===== config.mk =====
export PLATFORM = sky130hd
export DESIGN_NAME = region_stream_filter_unit
export DESIGN_NICKNAME = d
export VERILOG_FILES = /design/src/design/rsf_pkg.sv /design/src/design/rsf_match.sv /design/src/design/region_stream_filter_unit.sv
export SDC_FILE = /design/constraint.sdc
export NUM_CORES = 1
export LEC_CHECK = 0
export ABC_AREA = 0
export BUFFER_PORTS_ARGS = -buffer_cell sky130_fd_sc_hd__buf_2
export CAP_MARGIN = 10
export CORE_MARGIN = 4
export CORE_UTILIZATION = 50
export DETAILED_ROUTE_END_ITERATION = 10
export HOLD_SLACK_MARGIN = 0.02
export PLACE_DENSITY = 0.68
export SLEW_MARGIN = 15
export SYNTH_ARGS = -nofsm -noshare
export SYNTH_HDL_FRONTEND = slang
export SYNTH_SLANG_ARGS = --single-unit

===== constraint.sdc =====
create_clock -name clk -period 10.7 [get_ports clk]
set_input_delay 1.07 -clock clk [delete_from_list [all_inputs] [get_ports clk]]
set_output_delay 1.07 -clock clk [all_outputs]
set_load 0.005 [all_outputs]

===== src/design/rsf_pkg.sv =====
`default_nettype none

package rsf_pkg;

	// Default region capacity (range 1 to 4)
	localparam int MaxRegions = 4;

	// Field widths
	localparam int CodeW  = 32;
	localparam int ChainW = 8;
	localparam int NameW  = 24;
	localparam int WordW  = 57;
	localparam int CountW = 3;
	localparam int MaskW  = 4;
	localparam int CfgIdxW = 3;
	localparam int OutDataW = 8;

	// Region word layout
	localparam int WordSpanBit = 56;
	localparam int WordChainLo = 48;
	localparam int WordStartLo = 24;
	localparam int WordStopLo  = 0;

	// Residue code layout
	localparam int CodeChainLo = 24;
	localparam int CodeNameLo  = 0;

	// Configuration register indexes
	localparam logic [CfgIdxW-1:0] REG_LIMIT_ENABLE = 3'd0;
	localparam logic [CfgIdxW-1:0] REG_REGION_COUNT = 3'd1;
	localparam logic [CfgIdxW-1:0] REG_WORD_BASE    = 3'd2;

	// Result of one comparison of a residue against one region word
	typedef struct packed {
		logic span;
		logic chain_eq;
		logic start_eq;
		logic stop_eq;
	} match_t;

endpackage

`default_nettype wire


===== src/design/rsf_match.sv =====
`default_nettype none

// Shared comparator: one region word against one residue code.
module rsf_match (
	input  wire logic [rsf_pkg::WordW-1:0] word,
	input  wire logic [rsf_pkg::CodeW-1:0] code,
	output rsf_pkg::match_t                result
);

	logic [rsf_pkg::ChainW-1:0] code_chain;
	logic [rsf_pkg::NameW-1:0]  code_name;

	assign code_chain = code[rsf_pkg::CodeChainLo +: rsf_pkg::ChainW];
	assign code_name  = code[rsf_pkg::CodeNameLo +: rsf_pkg::NameW];

	assign result.span     = word[rsf_pkg::WordSpanBit];
	assign result.chain_eq = (word[rsf_pkg::WordChainLo +: rsf_pkg::ChainW] == code_chain);
	assign result.start_eq = (word[rsf_pkg::WordStartLo +: rsf_pkg::NameW] == code_name);
	assign result.stop_eq  = (word[rsf_pkg::WordStopLo +: rsf_pkg::NameW] == code_name);

endmodule

`default_nettype wire


===== src/design/region_stream_filter_unit.sv =====
// region_stream_filter_unit
//
// Filters a stream of residue codes against up to MAX_REGIONS regions, each
// either a start/stop span or a whole chain. One request on the slave side
// (s_tdata = residue code) yields exactly one result on the master side
// (m_tdata = included flag and mask of regions in use not yet seen).
// Registers are written through cfg_we/cfg_index/cfg_data:
// index 0 limit_enable, 1 region_count, 2.. region words.
// The user must write registers only while idle; the block does not enforce it.
// A request is taken in IDLE, CHECK tries the active region, then SCAN tries
// one region word per cycle through a single comparator, and FINISH loads the
// output register once it is free; the scan is skipped when the active region
// settles it, limiting is off or no region is in use. s_tready is high only
// while idle, so one request is in flight at a time; the scan sets the rate.
// Reset (arst_n low) clears the registers, the active region and all
// seen flags, and empties the output register.
// A stalled receiver holds m_tvalid and m_tdata; the unit can take and work
// one more request meanwhile and holds that result until the output frees.

`default_nettype none

module region_stream_filter_unit #(
	parameter int MAX_REGIONS = rsf_pkg::MaxRegions
) (
	input  wire logic                         clk,
	input  wire logic                         arst_n,
	// configuration write port
	input  wire logic                         cfg_we,
	input  wire logic [rsf_pkg::CfgIdxW-1:0]  cfg_index,
	input  wire logic [rsf_pkg::WordW-1:0]    cfg_data,
	// residue stream in
	input  wire logic                         s_tvalid,
	output logic                              s_tready,
	input  wire logic [rsf_pkg::CodeW-1:0]    s_tdata,  // [31:0] residue_code
	// result stream out
	output logic                              m_tvalid,
	input  wire logic                         m_tready,
	output logic [rsf_pkg::OutDataW-1:0]      m_tdata   // [0] included, [4:1] unseen_mask, [7:5] zero
);

	localparam int IDX_W = (MAX_REGIONS > 1) ? $clog2(MAX_REGIONS) : 1;
	localparam int CNT_W = $clog2(MAX_REGIONS + 1);

	// Sequencer states
	localparam logic [1:0] ST_IDLE   = 2'd0;
	localparam logic [1:0] ST_CHECK  = 2'd1;
	localparam logic [1:0] ST_SCAN   = 2'd2;
	localparam logic [1:0] ST_FINISH = 2'd3;

	// Configuration registers
	logic                       limit_enable_q;
	logic [rsf_pkg::CountW-1:0] region_count_q;
	logic [rsf_pkg::WordW-1:0]  region_word_q [MAX_REGIONS];

	// Filter state
	logic                   active_valid_q;
	logic [IDX_W-1:0]       active_index_q;
	logic [MAX_REGIONS-1:0] seen_q;

	// Sequencer
	logic [1:0]               state_q;
	logic [rsf_pkg::CodeW-1:0] code_q;
	logic [IDX_W-1:0]         scan_idx_q;
	logic                     included_q;

	// Output register
	logic                         out_valid_q;
	logic                         out_included_q;
	logic [rsf_pkg::MaskW-1:0]    out_mask_q;

	logic [CNT_W-1:0]          used_n;
	logic [IDX_W-1:0]          sel_idx;
	logic [rsf_pkg::WordW-1:0] sel_word;
	rsf_pkg::match_t           cmp;
	logic                      active_in_use;
	logic                      scan_last;
	logic                      out_free;
	logic                      out_load;
	logic [rsf_pkg::MaskW-1:0] unseen_mask;

	// Clamp the region count to the capacity
	assign used_n = (region_count_q > rsf_pkg::CountW'(MAX_REGIONS))
		? CNT_W'(MAX_REGIONS) : CNT_W'(region_count_q);

	// The comparator looks at the active region while checking, else the scan slot
	assign sel_idx  = (state_q == ST_CHECK) ? active_index_q : scan_idx_q;
	assign sel_word = region_word_q[sel_idx];

	rsf_match u_match (
		.word   (sel_word),
		.code   (code_q),
		.result (cmp)
	);

	assign active_in_use = active_valid_q && (CNT_W'(active_index_q) < used_n);
	assign scan_last     = ((CNT_W'(scan_idx_q) + CNT_W'(1)) == used_n);
	assign out_free      = !out_valid_q || m_tready;
	assign out_load      = (state_q == ST_FINISH) && out_free;

	always_comb begin
		unseen_mask = '0;
		for (int i = 0; i < MAX_REGIONS; i++) begin
			if ((CNT_W'(i) < used_n) && !seen_q[i]) begin
				unseen_mask[i] = 1'b1;
			end
		end
	end

	assign s_tready = (state_q == ST_IDLE);
	assign m_tvalid = out_valid_q;
	assign m_tdata  = {{(rsf_pkg::OutDataW - rsf_pkg::MaskW - 1){1'b0}}, out_mask_q, out_included_q};

	// Configuration writes; indexes beyond the list are dropped
	always_ff @(posedge clk or negedge arst_n) begin
		if (!arst_n) begin
			limit_enable_q <= 1'b0;
			region_count_q <= '0;
			for (int k = 0; k < MAX_REGIONS; k++) begin
				region_word_q[k] <= '0;
			end
		end else if (cfg_we) begin
			if (cfg_index == rsf_pkg::REG_LIMIT_ENABLE) begin
				limit_enable_q <= cfg_data[0];
			end
			if (cfg_index == rsf_pkg::REG_REGION_COUNT) begin
				region_count_q <= cfg_data[rsf_pkg::CountW-1:0];
			end
			for (int k = 0; k < MAX_REGIONS; k++) begin
				if (cfg_index == rsf_pkg::REG_WORD_BASE + rsf_pkg::CfgIdxW'(k)) begin
					region_word_q[k] <= cfg_data;
				end
			end
		end
	end

	// Request payload, held while the sequencer works on it
	always_ff @(posedge clk) begin
		if (s_tvalid && s_tready) begin
			code_q <= s_tdata;
		end
	end

	// Sequencer: check the active region, then scan regions with the shared comparator
	always_ff @(posedge clk or negedge arst_n) begin
		if (!arst_n) begin
			state_q        <= ST_IDLE;
			active_valid_q <= 1'b0;
			active_index_q <= '0;
			seen_q         <= '0;
			scan_idx_q     <= '0;
			included_q     <= 1'b0;
			out_valid_q    <= 1'b0;
			out_included_q <= 1'b0;
			out_mask_q     <= '0;
		end else begin
			// Load a finished result, else drop it once the receiver takes it
			if (out_load) begin
				out_valid_q <= 1'b1;
			end else if (out_valid_q && m_tready) begin
				out_valid_q <= 1'b0;
			end

			case (state_q)
				ST_IDLE: begin
					if (s_tvalid) begin
						state_q <= ST_CHECK;
					end
				end

				ST_CHECK: begin
					scan_idx_q <= '0;
					if (!limit_enable_q) begin
						// Pass everything, state untouched
						included_q <= 1'b1;
						state_q    <= ST_FINISH;
					end else if (active_in_use && cmp.span) begin
						// Inside an open span; close it on its stop residue
						included_q <= 1'b1;
						if (cmp.chain_eq && cmp.stop_eq) begin
							active_valid_q <= 1'b0;
						end
						state_q <= ST_FINISH;
					end else if (active_in_use && cmp.chain_eq) begin
						// Still on the active whole chain
						included_q <= 1'b1;
						state_q    <= ST_FINISH;
					end else begin
						// Active region gone or left: release it and scan
						active_valid_q <= 1'b0;
						included_q     <= 1'b0;
						state_q        <= (used_n == '0) ? ST_FINISH : ST_SCAN;
					end
				end

				ST_SCAN: begin
					if (cmp.chain_eq && (!cmp.span || cmp.start_eq)) begin
						// First match wins; a span that opens and closes at once stays inactive
						included_q          <= 1'b1;
						seen_q[scan_idx_q]  <= 1'b1;
						if (!(cmp.span && cmp.stop_eq)) begin
							active_valid_q <= 1'b1;
							active_index_q <= scan_idx_q;
						end
						state_q <= ST_FINISH;
					end else if (scan_last) begin
						state_q <= ST_FINISH;
					end else begin
						scan_idx_q <= scan_idx_q + IDX_W'(1);
					end
				end

				ST_FINISH: begin
					// Hold until the output register is free
					if (out_free) begin
						out_included_q <= included_q;
						out_mask_q     <= limit_enable_q ? unseen_mask : '0;
						state_q        <= ST_IDLE;
					end
				end

				default: begin
					state_q <= ST_IDLE;
				end
			endcase
		end
	end

endmodule

`default_nettype wire


* After elaboration in Yosys (flattened, before gate mapping)
Cells that the tools add are included. W data, S select, Z words.
Storage, ports and cells: register bits after elaboration 282, input port bits 97
Cells by class: add/subtract/negate cells 2, $lt $le $gt $ge 9, equal/unequal tests 22, muxes and demuxes 38, bitwise operators 3, reduce and logical (&&, ||, !) cells 40
Operator list (count):
- $bmux W57 S2 | 1
- $mux W57 | 2
- $eq A24 B24 Y1 | 2
- $mux W1 | 21
- $reduce_and A2 Y1 | 9
- $logic_and A1 B1 Y1 | 14
- $mux W2 | 7
- $ne A2 B2 Y1 const B | 7
- $reduce_and A3 Y1 | 3
- $eq A8 B8 Y1 | 1
- $pmux W2 S4 | 1
- $eq A3 B2 Y1 const B | 2
- $eq A3 B3 Y1 const B | 2
- $logic_not A1 Y1 | 6
- $logic_not A3 Y1 | 2
- $lt A1 B3 Y1 const A | 2
- $lt A2 B3 Y1 const A | 2
- $ne A3 B3 Y1 const B | 2
- $reduce_and A6 Y1 | 1
- $eq A2 B2 Y1 const B | 2
- $mux W4 | 1
- $or A4 B4 Y4 | 1
- $pmux W1 S2 | 2
- $pmux W2 S2 | 1
- other kinds (18) | 20

* Longest topological paths before layout
Gate-level depths: netlist of the first run.
depth in word-level cells 12, mapped depth 16, depth with buffers taken out 11

* By module
Synthesis of the first run repeated with hierarchy kept, for this count alone.
Unflattened totals: cell total of the unflattened synthesis 777, area total of the unflattened synthesis 12634.6 µm²
Modules (own cells, without submodules):
- region_stream_filter_unit | times used 1, cells each 701, area an instance 12012.8 µm²
- rsf_match | times used 1, cells each 76, area an instance 621.8 µm²

* Worst setup path after synthesis of the first run
Ideal clock, no wire load.
path kind reg2reg, from register state_q[1], to register active_index_q[1], setup time 0.128 ns, arrival 3.351 ns, data required time 10.572 ns, setup slack 7.221 ns, cell stages (with the launch flop) 14, buffers on the path 3, clock period less this slack 3.479 ns, cell sequence dfrtp_1 inv_1 ha_1 buf_6 mux2i_4 buf_6 buf_6 mux4_2 a22o_1 nor4_1 nand4_1 or3_1 nand3_2 mux2_1
On the way: longest elaborated chain between the ends 10, elaborated cells on any way between the ends 16, classes of those cells 5 x eq/ne; 4 x mux; 2 x bitwise; 5 x reduce/logical
RTL lines:
- from (decl) | line region_stream_filter_unit.sv:61 | logic [1:0] state_q;
- from (signal assigned) | line region_stream_filter_unit.sv:191 | state_q <= (used_n == '0) ? ST_FINISH : ST_SCAN;
- $eq A2 B1 Y1 | line region_stream_filter_unit.sv:86 | assign sel_idx = (state_q == ST_CHECK) ? active_index_q : scan_idx_q;
- $mux W2 | line region_stream_filter_unit.sv:86
- $not A2 Y3 (implied by the code) | line region_stream_filter_unit.sv:87 | assign sel_word = region_word_q[sel_idx];
- $bmux W57 S2 | line region_stream_filter_unit.sv:87
- $mux W57 (implied by the code) (2 in series) | line region_stream_filter_unit.sv:87
- $eq A24 B24 Y1, or another cell as far along | line rsf_match.sv:18 | assign result.start_eq = (word[rsf_pkg::WordStartLo +: rsf_pkg::NameW] == code_name);
- $logic_or A1 B1 Y1 / $logic_and A1 B1 Y1 (equally long branches) | line region_stream_filter_unit.sv:196, region_stream_filter_unit.sv:200
- $logic_and A1 B1 Y1 / $not A1 Y1 (equally long branches)
- $reduce_and A3 Y1 (no source line) *
- to (signal assigned) | line region_stream_filter_unit.sv:202 | active_index_q <= scan_idx_q;
- to (decl) | line region_stream_filter_unit.sv:57 | logic [IDX_W-1:0] active_index_q;
Mark *: on every way between the ends. The rest lies on a longest branch, timed or not. The select of a mux whose other input is x is not followed. A chain may end at the register's enable or synchronous reset.

* Worst setup path after layout of the first run
from register state_q[1], to register state_q[1]
On the way: longest elaborated chain between the ends 11, elaborated cells on any way between the ends 20, classes of those cells 8 x eq/ne; 6 x mux; 1 x bitwise; 5 x reduce/logical
RTL lines:
- $eq A2 B1 Y1 | line region_stream_filter_unit.sv:86, region_stream_filter_unit.sv:163
- $mux W2 | line region_stream_filter_unit.sv:86
- $not A2 Y3 (implied by the code) | line region_stream_filter_unit.sv:87
- $bmux W57 S2 | line region_stream_filter_unit.sv:87
- $mux W57 (implied by the code) (2 in series) | line region_stream_filter_unit.sv:87
- $eq A24 B24 Y1 / $logic_not A1 Y1 (equally long branches) | line rsf_match.sv:18, region_stream_filter_unit.sv:196
- $logic_or A1 B1 Y1 | line region_stream_filter_unit.sv:196 | if (cmp.chain_eq && (!cmp.span || cmp.start_eq)) begin
- $logic_and A1 B1 Y1 | line region_stream_filter_unit.sv:196
- $mux W2 / $ne A3 B3 Y1 (equally long branches)
- $pmux W2 S4 / $reduce_and A3 Y1 (equally long branches)
Parallel ways exist; a longest one is shown, timed or not. The select of a mux whose other input is x is not followed.

==> flow_summary_export.csv, run 1 <==
group,metric,value,unit
clock_network,cts.sinks,282,
synthesis,synth-async-reset-ratio,88.7,%
drt,wirelength,31400,µm
die,die_area,29400,µm²
clock_network,cts.clk_slew.worst_paths,0.06,ns
worst_hold_path,holdPathEnd,"seen_q[2]",
synthesis,syn_area,13300,µm²
timing,max_freq,0.193,GHz
status,status,"finished, final reports clean",
critical_path,critPathArrivalTime,5.61,ns
timing,fin_crit_sh,48.5,%
die,die_height,171,µm
critical_path,r2r-start,"state_q[1]",
synthesis,synthTopCellsByArea,"dfrtp_1 47%, mux2_2 20%, edfxtp_1 7.2%",
critical_path,critPathKind,"flip-flop to flip-flop",
drt,dr.pass1.iters,5,
power,power.density,240,nW/µm²
drt,first_iter_violations,568,
critical_path,cp-start-kind,"flip-flop",
critical_path,crit_chain,"inv_1 -> ha_1 -> mux2i_4 -> buf_4 -> mux4_2 -> xnor2_1 -> nand4_1 -> nor4_1 -> nand4_1 -> o41ai_4 -> o21ai_1 -> mux2_1",
synthesis,synth_seq_cells,282,
drt,drcViolationCount,0,
drt,drtAntennaViolNets,0,
timing,hold_viol_final,0,
synthesis,yosysWarnings,0,
worst_hold_path,worstHoldPathCells,1,
synthesis,synth-edff-count,32,
worst_hold_path,min_from,"seen_q[2]",
final_layout,area_delta_synth_final,13.2,%
timing,relSlewSlack,29.8,%
synthesis,yosysTopAreaCell,"dfrtp_1",
die,core-area,26100,µm²
die,io-pin-count,107,
clock_network,cts_resized,0,
critical_path,r2r_end,"state_q[1]",
clock_network,numCtsBuffers,30,
clock_network,cts_buffer_depth,3,
worst_hold_path,holdCritPathClass,"flip-flop to flip-flop",
clock_network,postCtsSetupBuffers,0,
critical_path,slowest_stage,"buf_4",
synthesis,avgSynthCellArea,13.7,µm²
final_layout,fillers,2166,
critical_path,worst-path-buf-inv,2,
global_route,overflow,0,
global_route,grt_pass1_wl,49700,µm
drt,viasPerCell,5.90,
critical_path,cpPeakStageDelay,0.79,ns
die,row_count,59,
critical_path,cp_data_required_time,11.13,ns
timing,drv_slew,0,
critical_path,rr_worst_depth,12,
drt,wire_per_inst,22.1,µm
critical_path,critPathTopFamily,"multiplexers",
power,leakage,6.41,nW
final_layout,layout-drive-gt1-share,39.6,%
synthesis,netlist_instances,976,
critical_path,rrSetupSlack,5.51,ns
clock_network,tritoncts,"yes",
clock_network,insertion_delay,0.56,ns
synthesis,yosysSeqAreaShare,54.1,%
die,die_w,171,µm
timing,hold_slack,0.465,ns
final_layout,multi_input_area,5780,µm²
placement,hpwlAfterDp,20000,µm
clock_network,cts_hold_buf,0,
timing,setup_viol,0,
critical_path,end_kind,"flip-flop",
final_layout,antenna_cells,0,
clock_network,root_buffer,"clkbuf_16",
placement,numPortBuffers,103,
power,vdd.ir_drop.worst,131,µV
run,maxCapViolCount,0,
global_route,gr-usage-all-layers,21.7,%
final_layout,fin_nets,1170,
die,initial_utilization,51.0,%
timing,worst-slew-pin-transition,1.05,ns
timing,setup_tns,0,ns
timing,clock_skew,0.00908,ns
global_route,grt_max_degree,106,
critical_path,cpMostUsedCell,"nand4_1",
synthesis,ys.flop_type,"dfrtp_1",
global_route,antenna_found_initial,1,
synthesis,yosysTopAreaCellShare,46.9,%
placement,place_congestion,0.830,
global_route,grt_pass1_vias,8590,
clock_network,cts_max_level,1,
critical_path,cp_max_fo,54,
drt,vias,8395,
final_layout,seq_area,7220,µm²
synthesis,ys_types,70,
timing,rsz0062_at_grt,"no",
timing,fin_crit,5.19,ns
## per-stage QoR
step | power [mW] | std cells | util [%] | instance area, µm² | setup slack [ns]
4_1_cts | 3.66 | 1423 | 57.8 | 15100 | 5.47
5_1_grt | 3.83 | 1423 | 57.8 | 15100 | 5.11
2_1_floorplan | 2.31 | 978 | - | 13300 | 7.22
6_report | 3.63 | 1423 | 57.8 | 15100 | 5.51
3_3_place_gp | 2.56 | 1367 | 53.8 | 14100 | 5.62
3_5_place_dp | 2.58 | 1367 | 53.8 | 14100 | 5.52
## cells in the mapped netlist, types with 13 or more instances
master,instances
nand2_1,61
inv_1,18
clkbuf_1,26
mux2_2,232
mux4_2,27
o21ai_0,15
a21oi_1,13
edfxtp_1,32
nor2_1,27
mux2i_1,20
xnor2_1,22
o211ai_1,21
dfrtp_1,250
xor2_1,21
## placed cells by master (no fill, tap or decap), types with 8 or more instances in the layout
| cell | instances |
|---|---|
| mux2_2 | 232 |
| edfxtp_1 | 32 |
| mux2i_1 | 20 |
| buf_4 | 8 |
| a211oi_1 | 10 |
| buf_2 | 102 |
| o21ai_0 | 15 |
| nand2_1 | 61 |
| a211o_1 | 8 |
| inv_1 | 18 |
| nand4_1 | 8 |
| nor2_1 | 26 |
| dfrtp_1 | 250 |
| xor2_1 | 21 |
| nand3_1 | 9 |
| o211ai_1 | 21 |
| mux4_2 | 27 |
| a21oi_1 | 13 |
| xnor2_1 | 22 |
| ha_1 | 9 |
| clkbuf_16 | 32 |
## power breakdown
part           switching (mW)  internal (mW)  total [mW]
clock network           0.431          0.630        1.06
registers               0.166           1.33        1.49
logic                   0.546          0.527        1.07
total                    1.14           2.48        3.63
## cell type report
cell class              count  area share (%)
clock buffers              44            5.93
clock inverters            12           0.870
inverters                  18           0.448
multi-input cells         621            38.3
flip-flops and latches    282            47.8
well taps                 335            2.78
repair buffers            111            3.88
## sequential cells by signal, indices dropped and copies added (netlist names)
register and count:
m_tvalid 1, included_q 1, region_word_q 228, scan_idx_q 2
region_count_q 3, active_valid_q 1, state_q 2, out_included_q 1
active_index_q 2, limit_enable_q 1, out_mask_q 4, seen_q 4
code_q 32
## logic make-up after synthesis
family / Yosys count / synth area share [%]
xor+xnor: 43 / 2.82
flops: 282 / 54.1
other cells: 1 / 0.0281
simple gates: 157 / 6.03
buf+inv: 75 / 2.89
fa+ha+maj: 9 / 0.844
compound gates: 123 / 6.80
mux: 286 / 26.5
## worst max path at each step
stage               startpoint                end  slack, ns  cells past startpoint
floorplan           state_q[1]  active_index_q[1]       7.22                     13
global placement    state_q[1]         state_q[1]       5.62                     12
detailed placement  state_q[1]         state_q[1]       5.52                     12
CTS                 state_q[1]         state_q[1]       5.47                     12
global route        state_q[1]         state_q[1]       5.11                     12
finish              state_q[1]         state_q[1]       5.51                     12
## layer usage
metal	GRT usage (%)	part of all wire, %
met1	31.8	45
met2	34.0	47
met3	3.47	5.6
met4	5.82	2.5
met5	0	0.054
Power figures use the tool's default switching activity.
==> inputs of run 2 (changes only) <==
--- a/config.mk
+++ b/config.mk
@@ -12,7 +12,7 @@
 export CORE_UTILIZATION = 50
 export DETAILED_ROUTE_END_ITERATION = 10
 export HOLD_SLACK_MARGIN = 0.02
-export PLACE_DENSITY = 0.68
+export PLACE_DENSITY = 0.71
 export SLEW_MARGIN = 15
 export SYNTH_ARGS = -nofsm -noshare
 export SYNTH_HDL_FRONTEND = slang
==> constraint.sdc (replaced) <==
create_clock -name clk -period 4.6 [get_ports clk]
set_input_delay 0.46 -clock clk [delete_from_list [all_inputs] [get_ports clk]]
set_output_delay 0.46 -clock clk [all_outputs]
set_load 0.005 [all_outputs]
==> run 2 against run 1 <==
  * Die area unchanged
  * Global-route usage decreased by 0.093 points
  * Fmax increased by 31%
  * Combinational power increased by 140%
  * Worst setup slack got worse by 4.9 ns
  * Core utilization increased by 0.63 points
  * Non-clock buffer count increased by 15
  * First-iteration DRC count decreased by 4.6%
  * Clock skew increased by 0.0016 ns
  * Critical path type unchanged
  * Critical endpoint is now seen_q[2]
  * Largest cell class unchanged
  * Highest routed layer is now met4
==> flow_summary_export.csv, run 2 (synthesized netlist as in run 1, its figures left out) <==
group,metric,value,unit
timing,setup_ws,0.640,ns
drt,first_iter_violations,542,
final_layout,regMostFlops,"region_word_q",
timing,setup_viol,0,
placement,place_congestion,0.843,
critical_path,critPathKind,"flip-flop to flip-flop",
global_route,grt_pass1_vias,8937,
die,die_height,171,µm
critical_path,rr_worst_depth,14,
timing,max_freq,0.253,GHz
global_route,grt_max_degree,118,
clock_network,numCtsBuffers,30,
die,io-pin-count,107,
clock_network,root_buffer,"clkbuf_16",
timing,relSlewSlack,31.1,%
critical_path,critPathArrivalTime,4.45,ns
timing,drv_slew,0,
final_layout,reg.largest.list,"region_word_q x228, code_q x32",
timing,hold_viol_final,0,
placement,numPortBuffers,103,
global_route,antenna_found_initial,0,
clock_network,insertion_delay,0.55,ns
placement,hpwlAfterDp,20800,µm
power,leakage,6.49,nW
die,core-area,26100,µm²
worst_hold_path,min_from,"s_tdata[13]",
final_layout,fin_nets,1185,
drt,drtAntennaViolNets,0,
drt,drcViolationCount,0,
drt,wire_per_inst,21.8,µm
critical_path,cp_max_fo,20,
timing,rsz0062_at_grt,"no",
clock_network,cts.clk_slew.worst_paths,0.06,ns
global_route,gr-usage-all-layers,21.6,%
die,die_area,29400,µm²
critical_path,crit_chain,"inv_1 -> ha_1 -> buf_4 -> mux2i_4 -> buf_4 -> o211ai_1 -> a211o_1 -> and3_1 -> nor4_1 -> nand4bb_1 -> o41ai_4 -> buf_4 -> and2_1 -> a21o_1",
global_route,overflow,0,
clock_network,cts_max_level,1,
final_layout,area_delta_synth_final,14.4,%
critical_path,rrSetupSlack,0.64,ns
clock_network,cts.sinks,282,
critical_path,r2r_end,"seen_q[2]",
power,power.share.clock,28.7,%
power,power.internal,5.86,mW
drt,viasPerCell,5.87,
critical_path,cp_data_required_time,5.09,ns
critical_path,r2r-start,"state_q[1]",
worst_hold_path,holdCritPathClass,"input pin to flip-flop",
die,die_w,171,µm
global_route,grt_pass1_wl,50000,µm
worst_hold_path,worstHoldPathCells,1,
power,combPwrFrac,30.4,%
die,initial_utilization,51.0,%
run,maxCapViolCount,0,
final_layout,final_common_cell,"dfrtp_1",
critical_path,cpPeakStageDelay,0.44,ns
power,p_seq_share,40.9,%
critical_path,cp-start-kind,"flip-flop",
critical_path,crit_start,"state_q[1]",
timing,fin_crit_sh,86.1,%
final_layout,fillers,2126,
timing,hold_slack,0.0771,ns
timing,worst-slew-pin-transition,1.03,ns
drt,wirelength,31400,µm
critical_path,slowest_stage,"ha_1",
power,switching_share,31.3,%
final_layout,antenna_cells,0,
power,power.density,559,nW/µm²
power,p_sw,2.67,mW
critical_path,cp-endpoint,"seen_q[2]",
timing,clock_skew,0.0107,ns
critical_path,cpMostUsedCell,"buf_4",
placement,pre_cts_ws,0.666,ns
final_layout,largest_reg_flops,228,
clock_network,cts_buffer_depth,3,
clock_network,tritoncts,"yes",
critical_path,end_kind,"flip-flop",
final_layout,final_cell_mix,"250 x dfrtp_1, 232 x mux2_2, 102 x buf_2, 61 x nand2_1, 32 x edfxtp_1",
die,row_count,59,
final_layout,layout-drive-gt1-share,40.3,%
status,status,"finished, final reports clean",
drt,vias,8445,
timing,fin_crit,3.96,ns
drt,dr.pass1.iters,5,
power,vdd.ir_drop.worst,334,µV
timing,setup_tns,0,ns
-- run 2: power groups by stage --
| stage | registers, mW | clock network (mW) | logic [mW] |
|---|---|---|---|
| global placement | 3.50 | 0 | 2.54 |
| finish | 3.48 | 2.45 | 2.59 |
| global route | 3.55 | 2.60 | 2.84 |
| floorplan | 3.34 | 0 | 2.02 |
| CTS | 3.48 | 2.49 | 2.61 |
| detailed placement | 3.52 | 0 | 2.60 |
-- run 2: worst min path at each step --
stage	to	slack [ns]
floorplan	active_index_q[0]	0.16
detailed placement	seen_q[0]	0.45
finish	code_q[13]	0.08
CTS	code_q[9]	0.06
global route	code_q[9]	0.06
global placement	seen_q[0]	0.44
-- run 2: repair_timing --
action | in CTS | in global routing
endpoints found under the setup margin | 0 | 0
hold endpoints to repair | 72 | 0
buffers inserted | 0 | 0
hold buffers | 1 | 0
resized for setup | 0 | 0
-- run 2: per-stage QoR --
step / std cells / util (%) / power (mW) / cell area, µm²
4_1_cts: 1438 / 58.4 / 8.59 / 15300
5_1_grt: 1438 / 58.4 / 8.99 / 15300
3_3_place_gp: 1381 / 54.4 / 6.04 / 14200
6_report: 1438 / 58.4 / 8.53 / 15300
2_1_floorplan: 978 / - / 5.37 / 13300
3_5_place_dp: 1381 / 54.4 / 6.12 / 14200
-- run 2: worst max-delay path, delay by kind of cell, from the launching register on --
kind	cells	cell delay (ns)
simple gates	4	0.84
flops	1	0.41
fa+ha+maj	1	0.44
mux	1	0.34
compound gates	4	0.97
buf+inv	4	0.90
-- run 2: final cells by class --
| type | count | area (µm²) | area share, % |
|---|---|---|---|
| Multi-Input combinational cell | 621 | 5780 | 37.9 |
| Tap cell | 335 | 419 | 2.75 |
| Clock buffer | 47 | 915 | 5.99 |
| Timing Repair Buffer | 126 | 751 | 4.92 |
| Inverter | 18 | 67.6 | 0.443 |
| Sequential cell | 282 | 7220 | 47.3 |
| Clock inverter | 9 | 111 | 0.730 |
-- run 2: routing by layer --
layer	part of all wire (%)	vias to the layer above	routed length, µm	GRT usage, %
met3	4.7	51	1470	3.22
met5	0	-	0	0
li1	-	3809	-	-
met4	2.4	0	765	5.34
met1	45	4376	14200	30.8
met2	48	209	14900	35.2
